$ cat config.mk
export PLATFORM = sky130hd
export DESIGN_NAME = command_id_allocator_flat
export DESIGN_NICKNAME = d
export VERILOG_FILES = /design/src/rtl/cia_pkg.sv /design/src/rtl/cia_if.sv /design/src/rtl/cia_ctrl.sv /design/src/rtl/cia_dp.sv /design/src/rtl/command_id_allocator.sv /design/src/flat_wrapper.sv
export VERILOG_INCLUDE_DIRS = /design/src /design/src/rtl
export SDC_FILE = /design/constraint.sdc
export NUM_CORES = 1
export LEC_CHECK = 0
export BUFFER_PORTS_ARGS = -buffer_cell sky130_fd_sc_hd__buf_2
export CORE_UTILIZATION = 41
export CTS_CLUSTER_DIAMETER = 150
export CTS_CLUSTER_SIZE = 20
export DETAILED_ROUTE_END_ITERATION = 10
export HOLD_SLACK_MARGIN = 0.15
export PLACE_DENSITY = 0.63
export SLEW_MARGIN = 30
export SYNTH_ARGS = -nofsm -noshare
export SYNTH_HDL_FRONTEND = slang
export SYNTH_SLANG_ARGS = --single-unit
$ cat constraint.sdc
create_clock -name clk -period 5.55 [get_ports clk]
set_input_delay 0 -clock clk [delete_from_list [all_inputs] [get_ports clk]]
set_output_delay 0 -clock clk [all_outputs]
set_load 0.05 [all_outputs]
$ cat src/rtl/assert_macros.svh
// Assertion macros for the RTL, included by command_id_allocator.
// Each macro takes a label, a clock, a reset, a trigger and a consequence.
`ifndef ASSERT_MACROS_SVH
`define ASSERT_MACROS_SVH

// Consequence holds in the same cycle as the trigger.
`define ASSERT_SAME(lbl, clk, rst, trig, cons) \
  lbl: assert property (@(posedge clk) disable iff (rst) (trig) |-> (cons)) \
    else $error("assertion failed (same cycle)");

// Consequence holds in the cycle after the trigger.
`define ASSERT_NEXT(lbl, clk, rst, trig, cons) \
  lbl: assert property (@(posedge clk) disable iff (rst) (trig) |=> (cons)) \
    else $error("assertion failed (next cycle)");

`endif

$ cat src/rtl/cia_pkg.sv
// ----------------------------------------------------------------------------
// cia_pkg
// Types and constants of the command id allocator.
// ----------------------------------------------------------------------------
`timescale 1ns / 1ps
`default_nettype none

package cia_pkg;

  // Number of command ids and derived widths
  localparam int CAPACITY = 64;
  localparam int ID_W     = $clog2(CAPACITY);
  localparam int CNT_W    = $clog2(CAPACITY + 1);

  // Request codes
  typedef enum logic [1:0] {
    MODE_RELEASE  = 2'd0,
    MODE_ALLOC    = 2'd1,
    MODE_COMPLETE = 2'd2,
    MODE_QUERY    = 2'd3
  } cia_mode_t;

  // Per-id status codes
  typedef enum logic [1:0] {
    ST_FREE      = 2'd0,
    ST_PENDING   = 2'd1,
    ST_COMPLETED = 2'd2
  } cia_status_t;

  // Controller states
  typedef enum logic [1:0] {
    S_IDLE,
    S_LOOKUP,
    S_EXEC
  } cia_state_t;

  // Controller to datapath commands
  typedef struct packed {
    logic capture;
    logic lookup;
    logic execute;
  } cia_cmd_t;

  // Datapath to controller status
  typedef struct packed {
    logic out_free;
  } cia_stat_t;

endpackage

`default_nettype wire

$ cat src/rtl/cia_if.sv
// ----------------------------------------------------------------------------
// cia_if
// Request and response channels of the command id allocator.
// ----------------------------------------------------------------------------
`timescale 1ns / 1ps
`default_nettype none

interface cia_req_if import cia_pkg::*; ();
  logic            valid;
  logic            ready;
  logic [1:0]      mode;
  logic [ID_W-1:0] id;

  modport source (output valid, output mode, output id, input ready);
  modport sink   (input valid, input mode, input id, output ready);
endinterface

interface cia_rsp_if import cia_pkg::*; ();
  logic             valid;
  logic             ready;
  logic [ID_W-1:0]  result_id;
  logic             failed;
  logic             applied;
  logic [1:0]       id_status;
  logic [CNT_W-1:0] pending_count;
  logic [CNT_W-1:0] completed_count;

  modport source (output valid, output result_id, output failed, output applied,
                  output id_status, output pending_count, output completed_count,
                  input ready);
  modport sink   (input valid, input result_id, input failed, input applied,
                  input id_status, input pending_count, input completed_count,
                  output ready);
endinterface

`default_nettype wire

$ cat src/rtl/cia_ctrl.sv
// ----------------------------------------------------------------------------
// cia_ctrl
// Sequencer: capture a request, look up the id status, then execute.
// ----------------------------------------------------------------------------
`timescale 1ns / 1ps
`default_nettype none

module cia_ctrl import cia_pkg::*; (
  input  wire logic      clk,
  input  wire logic      rst,
  input  wire logic      req_valid,
  output logic           req_ready,
  input  wire cia_stat_t stat,
  output cia_cmd_t       cmd
);

  cia_state_t state;
  cia_state_t state_next;

  // State register
  always_ff @(posedge clk) begin
    if (rst) begin
      state <= S_IDLE;
    end else begin
      state <= state_next;
    end
  end

  // Next state and commands
  always_comb begin
    state_next = state;
    req_ready  = 1'b0;
    cmd        = '0;
    case (state)
      S_IDLE: begin
        req_ready = 1'b1;
        if (req_valid) begin
          cmd.capture = 1'b1;
          state_next  = S_LOOKUP;
        end
      end
      S_LOOKUP: begin
        cmd.lookup = 1'b1;
        state_next = S_EXEC;
      end
      S_EXEC: begin
        // hold until the result register can take the result
        if (stat.out_free) begin
          cmd.execute = 1'b1;
          state_next  = S_IDLE;
        end
      end
      default: begin
        state_next = S_IDLE;
      end
    endcase
  end

endmodule

`default_nettype wire

$ cat src/rtl/cia_dp.sv
// ----------------------------------------------------------------------------
// cia_dp
// Free ring, status table, counters and result register.
// ----------------------------------------------------------------------------
`timescale 1ns / 1ps
`default_nettype none

module cia_dp import cia_pkg::*; (
  input  wire logic             clk,
  input  wire logic             rst,
  input  wire cia_cmd_t         cmd,
  output cia_stat_t             stat,
  input  wire logic [1:0]       req_mode,
  input  wire logic [ID_W-1:0]  req_id,
  input  wire logic             out_ready,
  output logic                  out_valid,
  output logic [ID_W-1:0]       out_result_id,
  output logic                  out_failed,
  output logic                  out_applied,
  output logic [1:0]            out_id_status,
  output logic [CNT_W-1:0]      out_pending_count,
  output logic [CNT_W-1:0]      out_completed_count
);

  // Free ring memory; an entry never written holds its own index
  logic [ID_W-1:0]     ring_mem [CAPACITY];
  logic [CAPACITY-1:0] ring_valid;
  // Status table memory; an entry never written reads free
  logic [1:0]          state_mem [CAPACITY];
  logic [CAPACITY-1:0] state_valid;

  logic [ID_W-1:0]  ring_head;
  logic [CNT_W-1:0] free_count;
  logic [CNT_W-1:0] pending_total;
  logic [CNT_W-1:0] completed_total;

  // Request and lookup registers
  cia_mode_t       mode_q;
  logic [ID_W-1:0] id_q;
  logic [ID_W-1:0] ring_raw;
  logic            ring_hit;
  logic [ID_W-1:0] head_q;
  logic [1:0]      st_raw;
  logic            st_hit;
  logic [ID_W-1:0] addr_q;

  logic [ID_W-1:0]  popped;
  logic [ID_W-1:0]  lookup_addr;
  cia_status_t      cur_status;
  logic [CNT_W-1:0] tail_sum;
  logic [ID_W-1:0]  tail;
  logic [ID_W-1:0]  head_inc;

  // Execute results
  logic             st_we;
  cia_status_t      st_wdata;
  logic             ring_we;
  logic             head_adv;
  logic [CNT_W-1:0] free_count_next;
  logic [CNT_W-1:0] pending_next;
  logic [CNT_W-1:0] completed_next;
  logic [ID_W-1:0]  res_id;
  logic             res_failed;
  logic             res_applied;
  cia_status_t      res_status;

  assign stat.out_free = !out_valid || out_ready;

  assign popped      = ring_hit ? ring_raw : head_q;
  assign lookup_addr = (mode_q == MODE_ALLOC) ? popped : id_q;
  assign cur_status  = st_hit ? cia_status_t'(st_raw) : ST_FREE;

  // Ring tail and head wrap modulo the capacity
  assign tail_sum = CNT_W'(ring_head) + free_count;
  assign tail     = (tail_sum >= CNT_W'(CAPACITY)) ? ID_W'(tail_sum - CNT_W'(CAPACITY))
                                                   : ID_W'(tail_sum);
  assign head_inc = (ring_head == ID_W'(CAPACITY - 1)) ? '0 : ring_head + 1'b1;

  // Capture request and read the ring head
  always_ff @(posedge clk) begin
    if (cmd.capture) begin
      mode_q   <= cia_mode_t'(req_mode);
      id_q     <= req_id;
      ring_raw <= ring_mem[ring_head];
      ring_hit <= ring_valid[ring_head];
      head_q   <= ring_head;
    end
  end

  // Read the status of the addressed id
  always_ff @(posedge clk) begin
    if (cmd.lookup) begin
      st_raw <= state_mem[lookup_addr];
      st_hit <= state_valid[lookup_addr];
      addr_q <= lookup_addr;
    end
  end

  // Decide the transition
  always_comb begin
    st_we           = 1'b0;
    st_wdata        = ST_FREE;
    ring_we         = 1'b0;
    head_adv        = 1'b0;
    free_count_next = free_count;
    pending_next    = pending_total;
    completed_next  = completed_total;
    res_id          = id_q;
    res_failed      = 1'b0;
    res_applied     = 1'b0;
    res_status      = cur_status;
    case (mode_q)
      MODE_ALLOC: begin
        if (free_count == '0) begin
          // empty ring: fixed failure result
          res_failed = 1'b1;
          res_id     = '0;
          res_status = ST_FREE;
        end else begin
          head_adv        = 1'b1;
          free_count_next = free_count - 1'b1;
          res_id          = addr_q;
          if (cur_status == ST_FREE) begin
            st_we        = 1'b1;
            st_wdata     = ST_PENDING;
            pending_next = pending_total + 1'b1;
            res_applied  = 1'b1;
            res_status   = ST_PENDING;
          end else begin
            // popped id still in use: consume it and report failure
            res_failed = 1'b1;
          end
        end
      end
      MODE_COMPLETE: begin
        if (cur_status == ST_PENDING) begin
          st_we    = 1'b1;
          st_wdata = ST_COMPLETED;
          if (pending_total != '0) begin
            pending_next = pending_total - 1'b1;
          end
          completed_next = completed_total + 1'b1;
          res_applied    = 1'b1;
          res_status     = ST_COMPLETED;
        end
      end
      MODE_RELEASE: begin
        if (cur_status == ST_COMPLETED) begin
          st_we    = 1'b1;
          st_wdata = ST_FREE;
          // drop the push when the ring is already full
          if (free_count < CNT_W'(CAPACITY)) begin
            ring_we         = 1'b1;
            free_count_next = free_count + 1'b1;
          end
          if (completed_total != '0) begin
            completed_next = completed_total - 1'b1;
          end
          res_applied = 1'b1;
          res_status  = ST_FREE;
        end
      end
      default: begin
      end
    endcase
  end

  // Memory writes
  always_ff @(posedge clk) begin
    if (cmd.execute && st_we) begin
      state_mem[addr_q] <= st_wdata;
    end
    if (cmd.execute && ring_we) begin
      ring_mem[tail] <= id_q;
    end
  end

  // Valid bits, ring pointers and counters
  always_ff @(posedge clk) begin
    if (rst) begin
      ring_valid      <= '0;
      state_valid     <= '0;
      ring_head       <= '0;
      free_count      <= CNT_W'(CAPACITY);
      pending_total   <= '0;
      completed_total <= '0;
    end else if (cmd.execute) begin
      if (st_we) begin
        state_valid[addr_q] <= 1'b1;
      end
      if (ring_we) begin
        ring_valid[tail] <= 1'b1;
      end
      if (head_adv) begin
        ring_head <= head_inc;
      end
      free_count      <= free_count_next;
      pending_total   <= pending_next;
      completed_total <= completed_next;
    end
  end

  // Result register: load on execute, drop after transfer
  always_ff @(posedge clk) begin
    if (rst) begin
      out_valid <= 1'b0;
    end else if (cmd.execute) begin
      out_valid <= 1'b1;
    end else if (out_ready) begin
      out_valid <= 1'b0;
    end
  end

  always_ff @(posedge clk) begin
    if (cmd.execute) begin
      out_result_id       <= res_id;
      out_failed          <= res_failed;
      out_applied         <= res_applied;
      out_id_status       <= res_status;
      out_pending_count   <= pending_next;
      out_completed_count <= completed_next;
    end
  end

endmodule

`default_nettype wire

$ cat src/rtl/command_id_allocator.sv
// ----------------------------------------------------------------------------
// command_id_allocator
// Free-list allocator of command ids with a per-id status table.
// ----------------------------------------------------------------------------
// A request goes from transfer to a loaded result through capture (latch it
// and read the head of the free ring), lookup (read the status table entry,
// for allocate at the id just read from the ring) and execute (apply the
// transition and load the result register, held while it has an untaken
// result). The reads are dependent; a new request is taken once the previous
// one has loaded its result, even while that result still waits to be taken.
// Both memories come out of reset at once through per-entry valid bits, so
// there is no clearing pass. Response counts are the totals after the request.
`timescale 1ns / 1ps
`default_nettype none

`include "assert_macros.svh"

module command_id_allocator import cia_pkg::*; (
  input  wire logic clk,
  input  wire logic rst,
  cia_req_if.sink   req,
  cia_rsp_if.source rsp
);

  cia_cmd_t  cmd;
  cia_stat_t stat;

  cia_ctrl u_ctrl (
    .clk       (clk),
    .rst       (rst),
    .req_valid (req.valid),
    .req_ready (req.ready),
    .stat      (stat),
    .cmd       (cmd)
  );

  cia_dp u_dp (
    .clk                 (clk),
    .rst                 (rst),
    .cmd                 (cmd),
    .stat                (stat),
    .req_mode            (req.mode),
    .req_id              (req.id),
    .out_ready           (rsp.ready),
    .out_valid           (rsp.valid),
    .out_result_id       (rsp.result_id),
    .out_failed          (rsp.failed),
    .out_applied         (rsp.applied),
    .out_id_status       (rsp.id_status),
    .out_pending_count   (rsp.pending_count),
    .out_completed_count (rsp.completed_count)
  );

  // Checks
  `ASSERT_NEXT(a_busy_after_transfer, clk, rst, req.valid && req.ready, !req.ready)
  `ASSERT_SAME(a_exec_needs_room, clk, rst, cmd.execute, !rsp.valid || rsp.ready)
  `ASSERT_SAME(a_not_failed_and_applied, clk, rst, rsp.valid, !(rsp.failed && rsp.applied))
  `ASSERT_SAME(a_counts_bounded, clk, rst, rsp.valid,
               ({1'b0, rsp.pending_count} + {1'b0, rsp.completed_count}) <= (CNT_W + 1)'(CAPACITY))

endmodule

`default_nettype wire

$ cat src/flat_wrapper.sv
// flat-port wrapper written by rule: the top's interface ports become plain ports
module command_id_allocator_flat import cia_pkg::*;
  (clk, rst, req_valid, req_mode, req_id, req_ready, rsp_valid, rsp_result_id, rsp_failed, rsp_applied, rsp_id_status, rsp_pending_count, rsp_completed_count, rsp_ready);
  cia_req_if req_i ();
  cia_rsp_if rsp_i ();
  input  wire logic clk;
  input  wire logic rst;
  input wire logic [$bits(req_i.valid)-1:0] req_valid;
  input wire logic [$bits(req_i.mode)-1:0] req_mode;
  input wire logic [$bits(req_i.id)-1:0] req_id;
  output wire logic [$bits(req_i.ready)-1:0] req_ready;
  output wire logic [$bits(rsp_i.valid)-1:0] rsp_valid;
  output wire logic [$bits(rsp_i.result_id)-1:0] rsp_result_id;
  output wire logic [$bits(rsp_i.failed)-1:0] rsp_failed;
  output wire logic [$bits(rsp_i.applied)-1:0] rsp_applied;
  output wire logic [$bits(rsp_i.id_status)-1:0] rsp_id_status;
  output wire logic [$bits(rsp_i.pending_count)-1:0] rsp_pending_count;
  output wire logic [$bits(rsp_i.completed_count)-1:0] rsp_completed_count;
  input wire logic [$bits(rsp_i.ready)-1:0] rsp_ready;
  assign req_i.valid = req_valid;
  assign req_i.mode = req_mode;
  assign req_i.id = req_id;
  assign req_ready = req_i.ready;
  assign rsp_valid = rsp_i.valid;
  assign rsp_result_id = rsp_i.result_id;
  assign rsp_failed = rsp_i.failed;
  assign rsp_applied = rsp_i.applied;
  assign rsp_id_status = rsp_i.id_status;
  assign rsp_pending_count = rsp_i.pending_count;
  assign rsp_completed_count = rsp_i.completed_count;
  assign rsp_i.ready = rsp_ready;
  command_id_allocator u_core (.clk(clk), .rst(rst), .req(req_i), .rsp(rsp_i));
endmodule
After elaboration in Yosys (flattened, before gate mapping)
Memory sizes are Yosys's and may differ from the RTL's. A register that Yosys moved wholly into a read port is not among the register bits. Index checks and enable logic that the tools add are counted.

Equality and inequality tests: 12. Add/subtract/negate cells: 9. Muxes and demuxes: 64. Bitwise operators: 2. Reductions and logical operators: 19. Magnitude comparators: 8.

Operators with widths (count): $or A64 B64 Y64 (2); $mux W7 (10); $pmux W7 S2 (3); $mux W6 (6); $mux W1 (29); $lt A6 B7 Y1 const B (4); $add A7 B1 Y7 const B (3); $sub A7 B1 Y7 const B (3); $mux W2 (8); $reduce_bool A7 Y1 (2); $bmux W1 S6 (2); $demux W1 S6 (2); $ge A6 B1 Y1 const B (2); $pmux W2 S3 (2); $ne A2 B2 Y1 const B (4); $reduce_and A2 Y1 (4); $add A6 B7 Y7 (1); $ge A7 B7 Y1 const B (1); $logic_not A7 Y1 (1); $lt A7 B7 Y1 const B (1); $add A6 B1 Y6 const B (1); $eq A2 B1 Y1 const B (3); $eq A2 B2 Y1 const B (3); $eq A6 B6 Y1 const B (1); other kinds (10) (16).

Flip-flop bits (word level): 204. Memories kept: 2. Memory bits (writable): 512. Output and inout bits: 26. Input port bits: 12.

Memory list: u_core.u_dp.ring_mem (depth 64, width 6, read ports 1, clocked after memory_dff 1, write ports 1, line cia_dp.sv:26) `logic [ID_W-1:0] ring_mem [CAPACITY];`; u_core.u_dp.state_mem (depth 64, width 2, read ports 1, clocked after memory_dff 1, write ports 1, line cia_dp.sv:29) `logic [1:0] state_mem [CAPACITY];`.

Longest topological paths before layout
Gate-level depths: netlist of the first run.

Depth in word-level cells: 8. Gate-level depth with buffers: 13. Gate-level depth less buffers: 11.

Modules after synthesis
Synthesis of the first run repeated with hierarchy kept, for this count alone.

Cell total of the unflattened synthesis: 2069. Area total of the unflattened synthesis: 29802.3 µm².

Modules (own cells, without submodules): cia_dp (cells each 2060, area each 29704.7 µm², instances 1); cia_ctrl (cells each 9, area each 97.6 µm², instances 1).

Least setup slack after synthesis of the first run
No wires, ideal clock.

Path type: reg-to-reg. Start point: register u_core.u_dp.id_q[0]. End point: register u_core.u_dp.st_hit (data pin). Setup slack: 2.659 ns. Required time: 5.284 ns. Buffers on the path: 1. Cell stages (with the launch flop): 9. Arrival time: 2.625 ns. Setup time: 0.266 ns. Period minus slack after synthesis: 2.891 ns. Path through: edfxtp_1 -> nor2_1 -> a21o_4 -> inv_4 -> buf_12 -> mux4_2 -> a22o_1 -> nor4_1 -> nor4_1.

Word-level cells in the longest chain between the ends: 3.

RTL lines: from (decl) (line cia_dp.sv:39) `logic [ID_W-1:0] id_q;`; from (signal assigned) (line cia_dp.sv:83) `id_q <= req_id;`; $mux W6 (line cia_dp.sv:70) `assign lookup_addr = (mode_q == MODE_ALLOC) ? popped : id_q;`; $bmux W1 S6 (line cia_dp.sv:94) `st_hit <= state_valid[lookup_addr];`; $mux W1 (implied by the code) (line cia_dp.sv:94); to (signal assigned) (line cia_dp.sv:94); to (decl) (line cia_dp.sv:44) `logic st_hit;`.

No other way between the ends. The select of a mux whose other input is x is not followed. A chain may end at the register's enable or synchronous reset.

Final worst setup path of the first run
Start point: register u_core.u_dp.ring_head[1]. End point: memory u_core.u_dp.ring_mem[57][4] (netlist name), enable pin.

Word-level cells in the longest chain between the ends: 3. Elaborated cells between the ends (all ways): 4. Those cells by class: add/sub (2); order compare (1); mux (1).

RTL lines: from (decl) (line cia_dp.sv:32) `logic [ID_W-1:0] ring_head;`; from (signal assigned) (line cia_dp.sv:195) `ring_head <= head_inc;`; $add A6 B7 Y7 (*) (line cia_dp.sv:74) `assign tail_sum = CNT_W'(ring_head) + free_count;`; $sub A6 B1 Y6 or $ge A7 B7 Y1 (tied branches) (line cia_dp.sv:75) `assign tail = (tail_sum >= CNT_W'(CAPACITY)) ? ID_W'(tail_sum - CNT_W'(CAPACITY))`; $mux W6 (*) (line cia_dp.sv:75); to (decl) (line cia_dp.sv:26).

Mark *: on every way between the ends. The rest lies on a longest branch, timed or not.

==> results.py, run 1 <==
metrics = {
    "run_status": {
        "status": "finished, final reports clean",
    },
    "critical_path": {
        "cp.arrival_ns": 4.26,
        "path_class": "flop to flop",
        "r2r_end": "u_core.u_dp.ring_mem[57][4]",
        "crit_fanout": 55,
        "r2r_cells": 8,
        "cpPeakStageDelay_ns": 0.88,
        "regToRegStartpoint": "u_core.u_dp.ring_head[1]",
        "cp_slowest_cell": "dfxtp_4",
        "crit_required_ns": 5.79,
        "cp_cell_sequence": "ha_1 -> a21o_1 -> a21oi_1 -> o21bai_1 -> a21oi_1 -> xor2_1 -> nand2_1 -> nor2_1",
        "reg2reg_slack_ns": 1.52,
        "cp-end-kind": "flop",
        "worst_setup_path_start_kind": "flop",
        "cp_common_cell": "a21oi_1",
    },
    "pwr": {
        "power-per-cell-area_mw_per_mm2": 297,
        "power.leakage_nw": 9.96,
        "power.ir.vdd_worst_v": 0.000242,
        "total_power_mw": 9.59,
    },
    "placement": {
        "place.gp.congestion": 0.812,
        "portBuffers": 37,
        "hpwl_um": 42400,
    },
    "synthesis": {
        "synthArstFlopShare": 0,
        "synthCells": 2101,
        "ys_seq_elements": 724,
        "synth_flop_cell": "edfxtp_1",
        "synth_edf_count": 566,
        "syn_area_mm2": 0.0300,
        "syn_area_per_cell_um2": 14.3,
        "ys_seq_area_frac": 0.671,
        "syn_nets": 2137,
        "ys_warn_count": 0,
        "ys_types": 71,
    },
    "drt": {
        "drtAntennaViolNets": 0,
        "drc_errors": 0,
        "drt_iter0_markers": 1930,
        "viasPerCell": 5.76,
        "wl_per_cell_um": 22.9,
        "first_pass_iters": 5,
        "via_count": 17600,
        "wirelength_um": 70200,
    },
    "floorplanning": {
        "core_area_mm2": 0.0720,
        "rows": 98,
        "io_pins": 38,
        "die-area_mm2": 0.0743,
        "fp.dieH_um": 273,
        "die_x_um": 273,
        "start_util": 0.417,
    },
    "timing": {
        "fin_crit_sh": 0.725,
        "fin_skew_ns": 0.0365,
        "finalSetupViolCount": 0,
        "slew_headroom": 0.319,
        "timing.hold.ws_ns": 0.245,
        "timing_max_transition_violations_final": 0,
        "max_freq_mhz": 248,
        "hold_viol": 0,
        "rsz0062_at_grt": "no",
        "period_minus_slack_ns": 4.03,
        "setup_tns_ns": 0,
        "worstMarginPinSlew_ns": 1.02,
    },
    "final_layout": {
        "drive_gt1_frac": 0.136,
        "nFillCells": 6235,
        "syn2layout_area_growth_pct": 7.68,
        "final_cell_mix": "edfxtp_1, nor2_1, nand2_1",
        "layout_commonest_cell": "edfxtp_1",
        "diodes": 0,
        "nNetsFinal": 2116,
    },
    "cts": {
        "root_buffer": "clkbuf_16",
        "cts_sinks": 724,
        "cts_max_level": 2,
        "cts_repair_resize_count": 0,
        "cts_inserted_buffers": 42,
        "clk_path_buf_depth": 3,
        "insertion_delay_ns": 0.61,
        "clk_pin_slew_ns": 0.09,
        "cts_tree": "done",
    },
    "global_route": {
        "track_usage": 0.189,
        "grt_max_degree": 78,
        "grt_pass1_wl_um": 107000,
        "grt_antenna_before_repair": 2,
        "grt_pass1_vias": 17300,
        "grt-ovfl-total": 0,
    },
    "min_path": {
        "hold_depth": 4,
        "worst_hold_startpoint": "rsp_ready",
        "hold_path_end": "u_core.u_dp.out_valid",
        "hold_class": "primary input to flop",
    },
    "job": {
        "drv_cap": 0,
    },
}
-- report_power, final --
group / switching (mW) / internal, mW / leakage, nW / total (mW)
registers: 0.0274 / 5.85 / 6.44 / 5.88
logic: 0.351 / 0.133 / 2.93 / 0.484
clock network: 1.74 / 1.49 / 0.589 / 3.23
total: 2.12 / 7.47 / 9.96 / 9.59
-- layer usage --
metal | vias to the layer above | global-route usage | part of all wire
met2 | 729 | 0.306 | 0.48
met5 | - | 0 | 0
met1 | 8958 | 0.270 | 0.43
met3 | 85 | 0.0280 | 0.071
li1 | 7870 | - | -
met4 | 0 | 0.0429 | 0.017
-- final cells by class --
type                    count  area, um^2  area share
flip-flops and latches    724       20200       0.624
repair buffers             80         571      0.0176
multi-input cells        1148        8840       0.273
clock buffers              75        1200      0.0370
clock inverters             3        45.0     0.00139
inverters                  84         318     0.00983
well taps                 950        1190      0.0368
-- sequential cells by signal, summed over array words and instances, names as in the netlist, 7 cells and up --
signal / flops
u_core.u_dp.ring_mem: 384
u_core.u_dp.state_mem: 128
u_core.u_dp.ring_valid: 64
u_core.u_dp.state_valid: 64
u_core.u_dp.completed_total: 7
u_core.u_dp.free_count: 7
u_core.u_dp.out_completed_count: 7
u_core.u_dp.out_pending_count: 7
u_core.u_dp.pending_total: 7
-- logic make-up (layout without fill, tap and decap cells) --
kind of cell | after synthesis | after routing | synth area share
buf+inv | 229 | 242 | 0.0345
fa+ha+maj | 24 | 24 | 0.0105
simple gates | 571 | 571 | 0.0838
xor+xnor | 17 | 17 | 0.00496
mux | 172 | 172 | 0.119
flops | 724 | 724 | 0.671
compound gates | 364 | 364 | 0.0756
-- metrics by stage --
stage	setup slack, ns	util	area, um^2	instances
after detailed placement	1.58	0.429	30900	2967
after CTS	1.56	0.449	32300	3064
after global placement	1.59	0.429	30900	2967
after global routing	1.28	0.449	32300	3064
final	1.52	0.449	32300	3064
after floorplan	2.66	-	30000	2101
-- how the worst max path moves through the flow --
stage,from,endpoint,slack [ns]
global placement,u_core.u_dp.ring_head[1],u_core.u_dp.ring_mem[61][5],1.59
global route,u_core.u_dp.ring_head[1],u_core.u_dp.ring_mem[57][4],1.28
finish,u_core.u_dp.ring_head[1],u_core.u_dp.ring_mem[57][4],1.52
detailed placement,u_core.u_dp.ring_head[1],u_core.u_dp.ring_mem[57][2],1.58
floorplan,u_core.u_dp.id_q[0],u_core.u_dp.st_hit,2.66
CTS,u_core.u_dp.ring_head[1],u_core.u_dp.ring_mem[57][4],1.56
-- critical path: cells and delay by family (launching register included) --
family | cells | cell delay [ns]
and+or+nand+nor | 2 | 1.14
DFF | 1 | 0.88
AOI/OAI and AO/OA | 4 | 0.88
xor gates and xnor gates | 1 | 0.36
adders and majority gates | 1 | 0.35
-- cells in the mapped netlist, types with 5 or more instances --
cell / instances / area (um^2)
inv_1: 83 / 312
a31oi_1: 7 / 43.8
buf_2: 34 / 170
and3_1: 19 / 119
xor2_1: 5 / 43.8
mux2i_1: 21 / 210
a22o_1: 13 / 114
o22ai_1: 65 / 407
o21ai_0: 30 / 150
nor2_1: 247 / 927
nand2_1: 176 / 661
a32oi_1: 8 / 70.1
a211oi_1: 29 / 218
xnor2_1: 12 / 105
mux4_2: 147 / 3310
clkbuf_1: 78 / 293
buf_4: 18 / 135
nand3_1: 37 / 185
buf_1: 9 / 33.8
nor3_1: 9 / 45.0
nand2b_1: 6 / 37.5
and3b_1: 5 / 43.8
a311oi_1: 18 / 158
dfxtp_1: 158 / 3160
ha_1: 22 / 275
and2_1: 10 / 62.6
a22oi_1: 8 / 60.1
nor2b_1: 18 / 113
or2_2: 11 / 68.8
edfxtp_1: 566 / 17000
nor4_1: 10 / 62.6
a21oi_1: 154 / 771
-- repair_timing --
item | in CTS | in global routing
hold endpoints to repair | 111 | 0
buffers inserted | 0 | 0
setup endpoints to repair | 0 | 0
hold buffers | 19 | 0
Note: power is estimated with default switching activity, not from simulation.
==> run 2, diff against run 1 <==
Clock period 5.55 ns to 4 ns, I/O delays scaled along.
==> results.py, run 2 (synthesized netlist as in run 1, its figures left out) <==
metrics = {
    "run_status": {
        "status": "finished, final reports clean",
    },
    "cts": {
        "clk_path_buf_depth": 3,
        "root_buffer": "clkbuf_16",
        "cts_max_level": 2,
        "cts_tree": "done",
        "cts_sinks": 724,
        "cts_inserted_buffers": 42,
        "clk_pin_slew_ns": 0.09,
        "insertion_delay_ns": 0.60,
        "ctsHoldBuffers": 18,
        "cts_repair_resize_count": 0,
        "post_cts.repair.setup_buffers": 0,
    },
    "placement": {
        "hpwl_um": 43400,
        "place.gp.congestion": 0.838,
        "portBuffers": 37,
    },
    "global_route": {
        "track_usage": 0.187,
        "grt_antenna_before_repair": 1,
        "grt_max_degree": 120,
        "grt_pass1_wl_um": 106000,
        "grt_pass1_vias": 17100,
        "grt-ovfl-total": 0,
    },
    "critical_path": {
        "path_class": "flop to flop",
        "crit_fanout": 16,
        "path_delay_family": "simple AND/OR/NAND/NOR gates",
        "cp-end-kind": "flop",
        "cp_common_cell": "a21oi_1",
        "cp_num_buf_inv": 0,
        "cpPeakStageDelay_ns": 0.61,
        "crit_required_ns": 4.25,
        "cp_slowest_cell": "nor2_1",
        "worst_setup_path_start_kind": "flop",
        "cp_cell_sequence": "ha_1 -> a21o_1 -> a21oi_1 -> o21bai_1 -> a21oi_1 -> xor2_1 -> nand2_1 -> nor2_1",
        "cp.arrival_ns": 3.74,
    },
    "floorplanning": {
        "fp.dieH_um": 273,
        "io_pins": 38,
        "core_area_mm2": 0.0720,
        "die_x_um": 273,
        "start_util": 0.417,
        "rows": 98,
        "die-area_mm2": 0.0743,
    },
    "timing": {
        "finalSetupViolCount": 0,
        "slew_headroom": 0.452,
        "setup_tns_ns": 0,
        "timing_max_transition_violations_final": 0,
        "period_minus_slack_ns": 3.49,
        "hold_viol": 0,
        "rsz0062_at_grt": "no",
        "worstMarginPinSlew_ns": 0.811,
        "fin_skew_ns": 0.0281,
        "max_freq_mhz": 287,
        "fin_crit_sh": 0.873,
    },
    "final_layout": {
        "final_cell_mix": "edfxtp_1, nor2_1, nand2_1",
        "top_regs": "u_core.u_dp.ring_mem (384), u_core.u_dp.state_mem (128)",
        "syn2layout_area_growth_pct": 9.18,
        "layout_commonest_cell": "edfxtp_1",
        "largest_register_ffs": 384,
        "drive_gt1_frac": 0.157,
        "nNetsFinal": 2168,
        "regMostFlops": "u_core.u_dp.ring_mem",
        "diodes": 0,
        "nFillCells": 6158,
    },
    "drt": {
        "drc_errors": 0,
        "wl_per_cell_um": 22.4,
        "drtAntennaViolNets": 0,
        "first_pass_iters": 5,
        "drt_iter0_markers": 2298,
        "wirelength_um": 69700,
        "via_count": 17800,
        "viasPerCell": 5.70,
    },
    "pwr": {
        "switchingPower_mw": 2.94,
        "power.ir.vdd_worst_v": 0.000379,
        "swShare": 0.221,
        "clkPwrFrac": 0.337,
        "power-per-cell-area_mw_per_mm2": 407,
        "seqPwrFrac": 0.612,
        "total_power_mw": 13.3,
        "power_frac_comb": 0.051,
        "power.leakage_nw": 10.2,
        "p_int_mw": 10.4,
    },
    "min_path": {
        "hold_class": "primary input to flop",
    },
    "job": {
        "drv_cap": 0,
    },
}
run 2: final cells by class:
cell class | instances | area [um^2] | share of cell area
clock buffers | 75 | 1200 | 0.0365
flip-flops and latches | 724 | 20200 | 0.615
repair buffers | 132 | 1030 | 0.0314
multi-input cells | 1148 | 8840 | 0.270
inverters | 84 | 318 | 0.00969
clock inverters | 3 | 45.0 | 0.00137
well taps | 950 | 1190 | 0.0363
run 2: metrics by stage:
stage	std cells	hold WS, ns	worst slack (ns)	instance area, um^2	util
finish	3116	0.176	0.510	32800	0.455
global route	3116	0.155	0.230	32800	0.455
CTS	3115	0.152	0.514	32800	0.455
detailed placement	3019	0.178	0.517	31300	0.435
global placement	3019	0.182	0.653	31300	0.435
floorplan	2101	0.0989	1.11	30000	-
run 2: power groups by stage:
| stage | combinational (mW) | sequential, mW | clock (mW) |
|---|---|---|---|
| final | 0.675 | 8.16 | 4.49 |
| after detailed placement | 0.658 | 8.34 | 0 |
| after floorplan | 0.413 | 8.37 | 0 |
| after CTS | 0.673 | 8.16 | 4.57 |
| after global routing | 0.728 | 8.17 | 4.82 |
| after global placement | 0.643 | 8.34 | 0 |
run 2: worst paths after layout:
path                                     from  cells after the start                     endpoint  slack, ns
setup / recovery    u_core.u_dp.free_count[1]                      8  u_core.u_dp.ring_mem[61][4]       0.51
hold / removal                    req_mode[0]                      2        u_core.u_dp.mode_q[0]       0.18
setup reg to reg    u_core.u_dp.free_count[1]                      8  u_core.u_dp.ring_mem[61][4]       0.51
hold reg to reg   u_core.u_dp.state_valid[25]                      2  u_core.u_dp.state_valid[25]       0.47
run 2: metal layers:
layer,global-route usage,wire length (um)
met1,0.273,30600
met2,0.294,32600
met3,0.0301,4890
met4,0.0467,1540
met5,0,13
